## src/kabf_pkg.sv

```systemverilog
// Shared types, constants and helpers for the angle/bias Kalman filter.
package kabf_pkg;

    localparam int FRAC_BITS_DEFAULT = 16;
    localparam int CFG_W = 31;
    localparam int IDX_W = 2;

    localparam logic [IDX_W-1:0] REG_ANGLE_NOISE = 2'd0;
    localparam logic [IDX_W-1:0] REG_BIAS_NOISE  = 2'd1;
    localparam logic [IDX_W-1:0] REG_MEAS_NOISE  = 2'd2;

    typedef struct packed {
        logic signed [31:0] measured_angle;
        logic signed [31:0] gyro_rate;
        logic [15:0]        time_step;
    } in_word_t;

    typedef struct packed {
        logic signed [31:0] angle_estimate;
        logic signed [31:0] corrected_rate;
    } out_word_t;

    typedef enum logic [4:0] {
        ST_IDLE,
        ST_RATE,     // rate = gyro - bias
        ST_M_RDT,    // mul rate*dt
        ST_ANG,      // angle += .
        ST_M_P11DT,  // p11*dt
        ST_T1,       // t = p11dt - p01 - p10 + q
        ST_M_TDT,    // t*dt; q_bias*dt launched
        ST_PRED,     // p00,p01,p10 updated
        ST_P11,
        ST_S,
        ST_DIV0_GO,
        ST_DIV0_WT,
        ST_DIV1_GO,
        ST_DIV1_WT,
        ST_Y,
        ST_M_K0Y,
        ST_M_K1Y,
        ST_M_K0P00,
        ST_M_K0P01,
        ST_M_K1P00,
        ST_M_K1P01,
        ST_DONE,
        ST_OUT
    } state_t;

    function automatic logic signed [31:0] sat32(input logic signed [65:0] v);
        if (v > 66'sd2147483647) return 32'sh7FFFFFFF;
        if (v < -66'sd2147483648) return 32'sh80000000;
        return v[31:0];
    endfunction

    function automatic logic signed [31:0] add_s(input logic signed [31:0] a,
                                                 input logic signed [31:0] b);
        return sat32(66'(a) + 66'(b));
    endfunction

    function automatic logic signed [31:0] sub_s(input logic signed [31:0] a,
                                                 input logic signed [31:0] b);
        return sat32(66'(a) - 66'(b));
    endfunction

endpackage

```

## src/kabf_div.sv

```systemverilog
// Radix-2 restoring divider for the gains: sat32((num << FRAC_BITS) / den).
module kabf_div #(
    parameter int FRAC_BITS = kabf_pkg::FRAC_BITS_DEFAULT
) (
    input  logic               aclk,
    input  logic               aresetn,
    input  logic               start,
    input  logic signed [31:0] num,
    input  logic signed [31:0] den,
    output logic               done,
    output logic signed [31:0] quot
);
    localparam int NW = 32 + FRAC_BITS;
    localparam int CW = $clog2(NW + 1);

    logic [NW-1:0] n_reg, n_next;
    logic [NW-1:0] q_reg, q_next;
    logic [32:0]   r_reg, r_next;
    logic [31:0]   d_reg, d_next;
    logic          neg_reg, neg_next;
    logic [CW-1:0] cnt_reg, cnt_next;
    logic          busy_reg, busy_next;
    logic          done_reg, done_next;
    logic [33:0]   trial;
    logic [NW:0]   sq;

    always_comb begin
        n_next    = n_reg;
        q_next    = q_reg;
        r_next    = r_reg;
        d_next    = d_reg;
        neg_next  = neg_reg;
        cnt_next  = cnt_reg;
        busy_next = busy_reg;
        done_next = 1'b0;
        trial     = {r_reg, n_reg[NW-1]} - {2'b00, d_reg};
        if (start) begin
            n_next    = NW'(num[31] ? -{{FRAC_BITS{num[31]}}, num}
                                    : {{FRAC_BITS{num[31]}}, num}) << FRAC_BITS;
            d_next    = den[31] ? 32'(-den) : den;
            neg_next  = num[31] ^ den[31];
            r_next    = '0;
            q_next    = '0;
            cnt_next  = CW'(NW);
            busy_next = 1'b1;
        end else if (busy_reg) begin
            n_next = n_reg << 1;
            if (!trial[33]) begin
                r_next = trial[32:0];
                q_next = {q_reg[NW-2:0], 1'b1};
            end else begin
                r_next = {r_reg[31:0], n_reg[NW-1]};
                q_next = {q_reg[NW-2:0], 1'b0};
            end
            cnt_next = cnt_reg - 1'b1;
            if (cnt_reg == CW'(1)) begin
                busy_next = 1'b0;
                done_next = 1'b1;
            end
        end
    end

    always_ff @(posedge aclk) begin
        if (!aresetn) begin
            busy_reg <= 1'b0;
            done_reg <= 1'b0;
            cnt_reg  <= '0;
        end else begin
            busy_reg <= busy_next;
            done_reg <= done_next;
            cnt_reg  <= cnt_next;
        end
        n_reg   <= n_next;
        q_reg   <= q_next;
        r_reg   <= r_next;
        d_reg   <= d_next;
        neg_reg <= neg_next;
    end

    always_comb begin
        sq = neg_reg ? -{1'b0, q_reg} : {1'b0, q_reg};
        if (!neg_reg && q_reg > NW'(32'h7FFFFFFF)) quot = 32'sh7FFFFFFF;
        else if (neg_reg && q_reg > NW'(33'h80000000)) quot = 32'sh80000000;
        else quot = sq[31:0];
    end

    assign done = done_reg;
endmodule

```

## config.mk

```make
export PLATFORM = sky130hd
export DESIGN_NAME = kabf_div
export DESIGN_NICKNAME = d
export VERILOG_FILES = /design/src/kabf_pkg.sv /design/src/kabf_div.sv
export SDC_FILE = /design/constraint.sdc
export NUM_CORES = 1
export LEC_CHECK = 0
export ABC_CLOCK_PERIOD_IN_PS = 8400
export BUFFER_PORTS_ARGS = -buffer_cell sky130_fd_sc_hd__buf_2
export CAP_MARGIN = 20
export CORE_UTILIZATION = 65
export DETAILED_ROUTE_END_ITERATION = 10
export PLACE_DENSITY = 0.93
export REMOVE_ABC_BUFFERS = 1
export SYNTH_ARGS = -nofsm -noshare
export SYNTH_HDL_FRONTEND = slang
export SYNTH_SLANG_ARGS = --single-unit
```

## constraint.sdc

```tcl
create_clock -name aclk -period 8.4 [get_ports aclk]
set_input_delay 0.42 -clock aclk [delete_from_list [all_inputs] [get_ports aclk]]
set_output_delay 0.42 -clock aclk [all_outputs]
set_load 0.03 [all_outputs]
```

Word level (Yosys, flattened, before mapping)
Cells that the tools add are included.
{"block": "word_totals", "ff_bits": 154, "inputBits": 67}
{"block": "op_classes", "addsub": 5, "n_lt_le_gt_ge": 2, "n_eq_ne": 1, "mux": 15, "bitwise_logic": 3, "reduce_logical": 6}
{"operator": "$mux 32", "count": 4}
{"operator": "$mux 48", "count": 2}
{"operator": "$neg 32->32", "count": 3}
{"operator": "$gt 48x31->1 const B", "count": 1}
{"operator": "$gt 48x32->1 const B", "count": 1}
{"operator": "$sub 34x32->34", "count": 1}
{"operator": "$mux 33", "count": 1}
{"operator": "$mux 31", "count": 1}
{"operator": "$mux 6", "count": 2}
{"operator": "$eq 6x1->1 const B", "count": 1}
{"operator": "$sub 6x1->6 const B", "count": 1}
{"operator": "$mux 1", "count": 5}
{"operator": "$reduce_or 3->1", "count": 1}
{"operator": "$logic_and 1x1->1", "count": 2}
{"operator": "$not 1->1", "count": 2}
{"operator": "$reduce_bool 2->1", "count": 1}
{"operator": "$reduce_or 2->1", "count": 1}
{"operator": "$logic_not 1->1", "count": 1}
{"operator": "$xor 1x1->1", "count": 1}

Logic depth before layout (Yosys ltp)
Gate-level depths: netlist (run 1).
{"block": "logic_depth", "depth_word": 4, "ltp_mapped": 14, "depth_no_buf": 12}

Least setup slack after synthesis (run 1)
No wires, ideal clock.
{"block": "synth_timing", "kind": "register to output", "startpoint": "reg q_reg[0]", "endpoint": "out quot[16]", "arrival_ns": 3.325, "t_required_ns": 7.980, "setup_slack_ns": 4.655, "path_stages_with_launch": 13, "n_path_buf": 1, "path_cell_list": "dfxtp_1 > inv_1 > ha_1 > or3b_1 > nor4_1 > nand4_1 > nor4_2 > nand3b_1 > a21o_1 > inv_2 > nand2_1 > clkbuf_1 > o311ai_1"}
{"block": "synth_between", "elab_chain_cells": 4, "elab_cells_between_ends": 8}
{"element": "start: declaration", "line_no": "kabf_div.sv:17", "text": "logic [NW-1:0] q_reg, q_next;"}
{"element": "start signal: assignment", "line_no": "kabf_div.sv:74", "text": "q_reg <= q_next;"}
{"element": "$neg 32->32 or $gt 48x32->1 (tied branches)", "line_no": "kabf_div.sv:81, kabf_div.sv:83"}
{"element": "$mux 32 or $logic_and 1x1->1 (tied branches)", "line_no": "kabf_div.sv:81, kabf_div.sv:83"}
{"element": "$mux 32", "line_no": "kabf_div.sv:83", "text": "else if (neg_reg && q_reg > NW'(33'h80000000)) quot = 32'sh80000000;"}
{"element": "$mux 32 (*)", "line_no": "kabf_div.sv:82", "text": "if (!neg_reg && q_reg > NW'(32'h7FFFFFFF)) quot = 32'sh7FFFFFFF;"}
{"element": "end: declaration", "line_no": "kabf_div.sv:11", "text": "output logic signed [31:0] quot"}
Every way passes the cells marked *; elsewhere a longest branch is shown, timed or not.

Worst setup path after layout (run 1)
{"block": "layout_timing", "startpoint": "reg q_reg[0]", "endpoint": "out quot[3]"}
The elaborated chain is that of the path after synthesis.

==> impl_metrics.yaml, run 1 <==
synth:
  synth_area_um2: 9831
  ys_ff_latch: 154
  yosysTopAreaCell: "edfxtp_1"
  async_flop_share_pct: 0
  synth_cell_types: 69
  syn_area_per_cell_um2: 8.684
  ys_top_cells_by_area: "edfxtp_1 (20%), dfxtp_1 (18%), mux2i_1 (6.8%)"
  yosysMostFrequentCell: "nor2_1"
  ys_seq_area_share_pct: 37.98
  synth_edf_count: 65
  synth_cells: 1132
  yosys_warnings: 0
  synth_top_area_share_pct: 19.85
  synth-main-ff-cell: "dfxtp_1"
  ys_top_cells_by_count: "nor2_1 (133), nand2_1 (93), dfxtp_1 (89)"
clocking:
  insertion_delay_ns: 0.44
  holdBufCountCts: 0
  cts_tree: "built"
  clkTransAtPathRegs_ns: 0.07
  cts-resized-gates: 0
  cts_root_buf: "clkbuf_16"
  cts_buffers: 17
  clockBufferDepth: 2
  cts_setup_buffers: 0
  htree_num_levels: 4
  cts_sinks: 154
pwr:
  power.density_nw_per_um2: 205.3
  p_total_mw: 2.253
  p_leak_nw: 4.601
  ir_worst_vdd_mv: 0.1675
sta:
  drv_slew: 0
  slew_headroom_pct: 29.85
  skew_ns: 0.007908
  grt_setup_unrepaired: "no"
  worst-slew-pin-transition_ns: 1.052
  layout_min_cycle_time_ns: 4.776
  period_share_pct: 56.86
  final_hold_viol_count: 0
  setup_tns_ns: 0
  fmax_mhz: 209.4
  finalSetupViolCount: 0
setup_path:
  critPathMaxStageDelay_ns: 0.45
  path_cells: "inv_1, ha_1, or3b_1, nor4_1, nand4_1, nor4_2, nand3b_1, a21o_1, inv_2, nand2_1, o311ai_1, buf_2"
  crit_path_end_kind: "primary output"
  worstSetupStartpoint: "q_reg[0]"
  worstPathArrival_ns: 4.36
  start_kind: "register"
  r2r_cells: 11
  r2r_start: "d_reg[26]"
  crit_fanout: 24
  cp_slowest_cell: "a21o_1"
  required_ns: 7.98
  worstSetupPathType: "register to primary output"
run:
  maxCapViolCount: 0
floorplanning:
  pin_count: 100
  start_util_pct: 67.13
  core.rowCount: 44
  dieHeight_um: 125.0
  die_width_um: 125.0
  die_area_um2: 15620
  core_area_um2: 14640
global_routing:
  grt_max_degree: 66
  first_global_vias: 8429
  antenna_found_initial: 0
  gr-usage-all-layers_pct: 30.66
  overflow: 0
  grt_pass1_wl_mm: 39.14
final_layout:
  layout-drive-gt1-share_pct: 12.98
  num-fill-cells: 1012
  antennaDiodeCount: 0
  area_growth_pct: 11.63
  largest_register_ffs: 48
  layout.nets: 1309
route:
  via_count: 8931
  drc: 10
  drt-vias-per-instance: 6.375
  drt-initial-drc-count: 808
  routed_wirelength_mm: 23.80
  dr.pass1.iters: 8
  detail-route-antenna-nets: 0
  wl_per_cell_um: 16.99
placement:
  port_buffers: 99
  hpwl_mm: 15.99
  gp_congestion: 0.9377
worst_hold_path:
  min_path_cells: 1
  min-delay-start: "den[0]"
  hold_class: "input pin to register"
outcome:
  status: "finished with violations"
  violations: "DRC"
## worst paths after layout
check / to / slack, ns
max: quot[3] / 3.62
min: d_reg[0] / 0.20
max reg2reg: r_reg[28] / 4.73
min reg2reg: r_reg[2] / 0.48
## stage by stage
step	cell area, µm²	setup slack, ns	util (%)	std cells	hold slack [ns]
after floorplan	9627	3.902	-	1079	0.4440
after global placement	10410	4.464	71.10	1369	0.4588
after detailed placement	10410	4.261	71.10	1369	0.4670
after CTS	10970	3.776	74.94	1401	0.2049
after global routing	10970	3.465	74.94	1401	0.2057
final	10970	3.624	74.94	1401	0.1984
## where the power goes
group / total, mW / leakage, nW / switching (mW) / internal [mW]
logic: 0.625 / 2.96 / 0.384 / 0.241
clock network: 0.746 / 0.283 / 0.347 / 0.399
registers: 0.882 / 1.36 / 0.0360 / 0.846
total: 2.25 / 4.60 / 0.767 / 1.49
## logic make-up after synthesis
family	count (synthesis)	share of synthesized area, %
fa+ha+maj	38	4.913
mux	71	7.280
simple gates	368	17.73
flops	154	37.98
buf+inv	118	4.556
xor+xnor	93	8.286
compound gates	290	19.26
## routing by layer
layer	global-route usage, %	routed length, µm
met2	52.94	11680
met3	5.648	1501
met4	12.91	601
met1	37.67	10020
met5	0	0
## final cells by class
cell class	instances	area [µm²]	share of cell area, %
flip-flops and latches	154	3737	34.06
repair buffers	106	550.5	5.017
multi-input cells	860	5649	51.48
well taps	184	230.2	2.098
clock inverters	14	123.9	1.129
clock buffers	18	439.2	4.002
inverters	65	244.0	2.223
## cell usage in the layout, fill, tap and decap left out, types with 17 or more instances in the layout
master | synthesis | layout
or3_1 | 21 | 21
a21oi_1 | 75 | 75
nand2_1 | 93 | 93
ha_1 | 37 | 37
xnor2_1 | 52 | 52
nor2_1 | 133 | 133
nor3_1 | 19 | 19
mux2i_1 | 67 | 67
dfxtp_1 | 89 | 88
o31ai_1 | 20 | 20
o21ai_1 | 34 | 34
inv_1 | 64 | 64
edfxtp_1 | 65 | 65
xor2_1 | 41 | 41
clkbuf_16 | 0 | 17
buf_2 | 1 | 98
nand3_1 | 18 | 18
o311ai_1 | 21 | 21
o21ai_0 | 38 | 38
## critical path: cells and delay by family, from the launching register on
kind,cells,cell delay (ns)
flops,1,0.34
simple gates,6,1.88
fa+ha+maj,1,0.21
buf+inv,3,0.59
compound gates,2,0.90
Note: power is estimated with default switching activity, not from simulation.
==> inputs of run 2 (changes only) <==
--- a/config.mk
+++ b/config.mk
@@ -5,12 +5,12 @@
 export SDC_FILE = /design/constraint.sdc
 export NUM_CORES = 1
 export LEC_CHECK = 0
-export ABC_CLOCK_PERIOD_IN_PS = 8400
+export ABC_CLOCK_PERIOD_IN_PS = 3900
 export BUFFER_PORTS_ARGS = -buffer_cell sky130_fd_sc_hd__buf_2
 export CAP_MARGIN = 20
-export CORE_UTILIZATION = 65
+export CORE_UTILIZATION = 54
 export DETAILED_ROUTE_END_ITERATION = 10
-export PLACE_DENSITY = 0.93
+export PLACE_DENSITY = 0.83
 export REMOVE_ABC_BUFFERS = 1
 export SYNTH_ARGS = -nofsm -noshare
 export SYNTH_HDL_FRONTEND = slang
==> constraint.sdc (replaced) <==
create_clock -name aclk -period 3.9 [get_ports aclk]
set_input_delay 0.195 -clock aclk [delete_from_list [all_inputs] [get_ports aclk]]
set_output_delay 0.195 -clock aclk [all_outputs]
set_load 0.03 [all_outputs]
==> run 2 against run 1 <==
The flow now finishes without violations. Largest power group unchanged. Non-clock buffer count is 6 higher. Design area rose by 1.9%. Flip-flop and latch count unchanged.
==> impl_metrics.yaml, run 2 (synthesis gave the netlist of run 1 again) <==
outcome:
  status: "complete, no violations"
setup_path:
  path_cells: "inv_1, ha_2, or3b_4, nor4_4, nand4_1, nor4_4, nand3b_1, a21o_1, buf_6, o41ai_2, nand2_1, o311ai_2, buf_4"
  start_kind: "register"
  required_ns: 3.70
  cpMostUsedCell: "nor4_4"
  crit_fanout: 23
  cp_slowest_cell: "or3b_4"
  worstPathArrival_ns: 3.63
  worstSetupPathType: "register to primary output"
  r2r_cells: 12
  crit_path_end_kind: "primary output"
  critPathMaxStageDelay_ns: 0.42
clocking:
  cts_buffers: 17
  clkTransAtPathRegs_ns: 0.06
  insertion_delay_ns: 0.44
  clockBufferDepth: 2
  cts_tree: "built"
  htree_num_levels: 4
  cts_sinks: 154
  cts_root_buf: "clkbuf_16"
sta:
  drv_slew: 0
  period_share_pct: 98.09
  layout_min_cycle_time_ns: 3.826
  setup_tns_ns: 0
  final_hold_viol_count: 0
  worst-slew-pin-transition_ns: 1.067
  fmax_mhz: 261.4
  skew_ns: 0.01084
  slew_headroom_pct: 28.89
  finalSetupViolCount: 0
  hold_ws_ns: 0.03949
pwr:
  p_leak_nw: 4.673
  power.switching_fraction_pct: 32.01
  comb_power_share_pct: 27.4
  ir_worst_vdd_mv: 0.3837
  pwr-share-clk_pct: 34.0
  power.density_nw_per_um2: 440.9
  p_int_mw: 3.354
  seqPwrFrac_pct: 38.6
  power.switching_mw: 1.579
worst_hold_path:
  hold_class: "input pin to register"
  min_path_cells: 2
global_routing:
  gr-usage-all-layers_pct: 25.04
  grt_pass1_wl_mm: 37.35
  antenna_found_initial: 1
  grt_max_degree: 66
  overflow: 0
  first_global_vias: 7900
route:
  via_count: 8630
  detail-route-antenna-nets: 0
  routed_wirelength_mm: 22.87
  drt-initial-drc-count: 677
  dr.pass1.iters: 5
  drc: 0
  wl_per_cell_um: 15.78
  drt-vias-per-instance: 5.956
final_layout:
  final_common_cell: "nor2_1"
  layout-drive-gt1-share_pct: 13.98
  layout.nets: 1315
  num-fill-cells: 1451
  final_cell_mix: "nor2_1 (133), buf_2 (95), nand2_1 (92)"
  area_growth_pct: 13.78
  largest_register_ffs: 48
  multiInputGateArea_um2: 5709
  seqCellArea_um2: 3737
floorplanning:
  core_area_um2: 17540
  die_area_um2: 18750
  start_util_pct: 56.06
  die_width_um: 136.9
  pin_count: 100
  dieHeight_um: 136.9
  core.rowCount: 48
placement:
  hpwl_mm: 15.92
  gp_congestion: 0.8946
  port_buffers: 99
run:
  maxCapViolCount: 0
==> run 2: power groups by stage <==
| stage | combinational, mW | sequential [mW] | clock [mW] |
|---|---|---|---|
| 6_report | 1.35 | 1.90 | 1.68 |
| 5_1_grt | 1.49 | 1.92 | 1.77 |
| 4_1_cts | 1.32 | 1.90 | 1.70 |
| 3_5_place_dp | 1.31 | 1.93 | 0 |
| 3_3_place_gp | 1.29 | 1.93 | 0 |
| 2_1_floorplan | 0.955 | 1.93 | 0 |
==> run 2: worst paths after layout <==
kind	from	to	slack (ns)
min reg2reg	r_reg[9]	r_reg[9]	0.48
max	q_reg[0]	quot[14]	0.07
min	aresetn	busy_reg	0.04
max reg2reg	n_reg[47]	r_reg[32]	0.52
==> run 2: what timing repair did <==
item	in CTS	in global routing
gates resized for setup	2	13
hold buffers	1	0
pin swaps	0	2
endpoints found under the hold margin	1	0
setup buffers	0	2
endpoints found under the setup margin	16	25
==> run 2: through the flow <==
step / instance area, µm² / setup slack (ns) / utilization [%] / total power [mW] / cells
after global routing: 11190 / -0.07129 / 63.78 / 5.176 / 1449
after floorplan: 9627 / -0.5982 / - / 2.886 / 1079
after detailed placement: 10490 / 0.3154 / 59.79 / 3.247 / 1413
after CTS: 11110 / 0.009634 / 63.34 / 4.929 / 1446
final: 11190 / 0.07442 / 63.78 / 4.932 / 1449
after global placement: 10490 / 0.4778 / 59.79 / 3.216 / 1413
==> run 2: area by class of cell <==
| cell class | instances | area share [%] |
|---|---|---|
| Inverter | 65 | 2.181 |
| Antenna cell | 1 | 0.02237 |
| Timing Repair Buffer | 112 | 5.447 |
| Tap cell | 225 | 2.517 |
| Clock buffer | 22 | 4.485 |
| Clock inverter | 10 | 0.8949 |
| Multi-Input combinational cell | 860 | 51.04 |
| Sequential cell | 154 | 33.41 |
==> run 2: worst max-delay path, delay by kind of cell (launching register included) <==
family                     cells  cell delay, ns
AOI/OAI and AO/OA              3            0.64
adders and majority gates      1            0.21
buffers and inverters          3            0.51
DFF                            1            0.34
and+or+nand+nor                6            1.49
==> run 2: layer usage <==
| layer | part of all wire [%] | up-vias | GRT usage (%) |
|---|---|---|---|
| met4 | 1.2 | 0 | 6.838 |
| met1 | 45 | 4040 | 32.71 |
| met3 | 5.2 | 30 | 5.111 |
| met5 | 0 | - | 0 |
| li1 | - | 4287 | - |
| met2 | 48 | 273 | 41.86 |
==> inputs of run 3 (changes only) <==
--- a/config.mk
+++ b/config.mk
@@ -8,6 +8,7 @@
 export ABC_CLOCK_PERIOD_IN_PS = 3900
 export BUFFER_PORTS_ARGS = -buffer_cell sky130_fd_sc_hd__buf_2
 export CAP_MARGIN = 20
+export CORE_ASPECT_RATIO = 1.1
 export CORE_UTILIZATION = 54
 export DETAILED_ROUTE_END_ITERATION = 10
 export PLACE_DENSITY = 0.83
==> run 3 against run 2 <==
Die area barely moved. Clock-buffer cell count fell by 3. Design area fell by 0.45%. Utilization fell by 1.0 points. Clock power fell by 13%. Sequential share of layout area rose by 0.15 points. Register-to-register slack got worse by 0.06 ns. First-iteration DRC count rose by 12%. Largest cell class unchanged. Largest power group unchanged.
==> impl_metrics.yaml, run 3 (synthesis gave the netlist of run 1 again) <==
floorplanning:
  die_width_um: 130.6
  core_area_um2: 17740
  dieHeight_um: 143.5
  pin_count: 100
  start_util_pct: 55.42
  core.rowCount: 51
  die_area_um2: 18750
run:
  maxCapViolCount: 0
route:
  wl_per_cell_um: 15.80
  dr.pass1.iters: 5
  detail-route-antenna-nets: 0
  drc: 0
  drt-initial-drc-count: 757
  routed_wirelength_mm: 23.09
  drt-vias-per-instance: 5.914
  via_count: 8640
sta:
  layout_min_cycle_time_ns: 3.729
  fmax_mhz: 268.2
  final_hold_viol_count: 0
  drv_slew: 0
  worst-slew-pin-transition_ns: 0.8906
  slew_headroom_pct: 40.63
  skew_ns: 0.01078
  hold_ws_ns: 0.01719
  finalSetupViolCount: 0
  period_share_pct: 95.62
final_layout:
  fin_cells: 1461
  largest_register_ffs: 48
  final_cell_mix: "nor2_1 (133), buf_2 (94), nand2_1 (92)"
  layout.nets: 1315
  num-fill-cells: 1517
  final_common_cell: "nor2_1"
  layout-drive-gt1-share_pct: 13.65
  antennaDiodeCount: 0
  area_growth_pct: 13.27
placement:
  port_buffers: 99
  hpwl_mm: 16.16
  dp.cells: 1428
  gp_congestion: 0.9197
global_routing:
  busiest_layer: "met2"
  overflow: 0
  grt_use_met2_pct: 41.46
  use_met3_pct: 4.133
  gr-usage-all-layers_pct: 24.99
  grt_pass1_wl_mm: 37.14
  first_global_vias: 7954
  antenna_found_initial: 0
  grt_max_degree: 67
  grtUsageMet1_pct: 32.29
setup_path:
  worstPathArrival_ns: 3.53
  worstSetupStartpoint: "q_reg[0]"
  crit_path_end_kind: "primary output"
  start_kind: "register"
  r2r_start: "d_reg[26]"
  crit_fanout: 23
  required_ns: 3.70
  worstSetupPathType: "register to primary output"
  r2r_cells: 11
clocking:
  insertion_delay_ns: 0.42
  cts_buffers: 17
  clkTransAtPathRegs_ns: 0.06
  holdBufCountCts: 0
  htree_num_levels: 4
  cts_sinks: 154
  clockBufferDepth: 2
  cts_root_buf: "clkbuf_16"
  cts_tree: "built"
worst_hold_path:
  hold_class: "input pin to register"
  min_path_cells: 1
  min-delay-start: "den[0]"
pwr:
  p_leak_nw: 4.626
  ir_worst_vdd_mv: 0.3390
  power.density_nw_per_um2: 422.9
  p_total_mw: 4.710
outcome:
  status: "complete, no violations"
run 3: cell count changes in the layout (fill, tap and decap cells not counted), sizes merged:
| cell | delta |
|---|---|
| buf | +2 |
| bufinv | -1 |
| clkbuf | -4 |
| clkinv | +5 |
| clkinvlp | +2 |
| diode | -1 |
| dlygate4sd3 | -1 |
| inv | -3 |
run 3: cell type report:
class	instances	area [µm²]	area share, %
clock buffer	19	432.9	3.888
clock inverter	13	78.83	0.7079
inverter	65	244.0	2.191
multi-input combinational	860	5736	51.51
sequential	154	3737	33.56
tap	238	297.8	2.674
timing repair buffer	112	609.3	5.472
run 3: worst paths after layout:
check / endpoint / slack [ns]
max: quot[7] / 0.17
max reg2reg: r_reg[28] / 0.46
min: d_reg[0] / 0.02
min reg2reg: r_reg[9] / 0.47
run 3: critical path: stages, from the launching register on:
cell	delay, ns
dfxtp_1	0.33
inv_1	0.12
ha_1	0.22
or3b_4	0.43
nor4_4	0.27
nand4_1	0.21
nor4_4	0.32
nand3b_1	0.11
a21o_1	0.21
buf_6	0.18
o31ai_1	0.25
nand2_1	0.10
o311ai_2	0.10
buf_2	0.25
run 3: layer usage:
metal | up-vias | share of wire (%)
li1 | 4276 | -
met1 | 4027 | 45
met2 | 283 | 48
met3 | 54 | 4.8
met4 | 0 | 2.6
met5 | - | 0
run 3: metrics by stage:
step	util, %	setup slack (ns)	cell area, µm²	setup TNS (ns)
final	62.77	0.1710	11140	0
after detailed placement	59.28	0.3052	10520	0
after global routing	62.77	-0.002000	11140	-0.002000
after global placement	59.28	0.4632	10520	0
after CTS	62.23	0.0007776	11040	0
after floorplan	-	-0.5982	9627	-19.90
run 3: repair_timing:
| action | in CTS | in global routing |
|---|---|---|
| pin swaps | 0 | 3 |
| endpoints found under the setup margin | 16 | 24 |
| gates resized for setup | 2 | 16 |
| setup buffers | 0 | 1 |
run 3: power by group:
part / internal [mW] / switching, mW
clock: 0.804 / 0.654
combinational: 0.536 / 0.810
sequential: 1.82 / 0.0814
total: 3.16 / 1.55
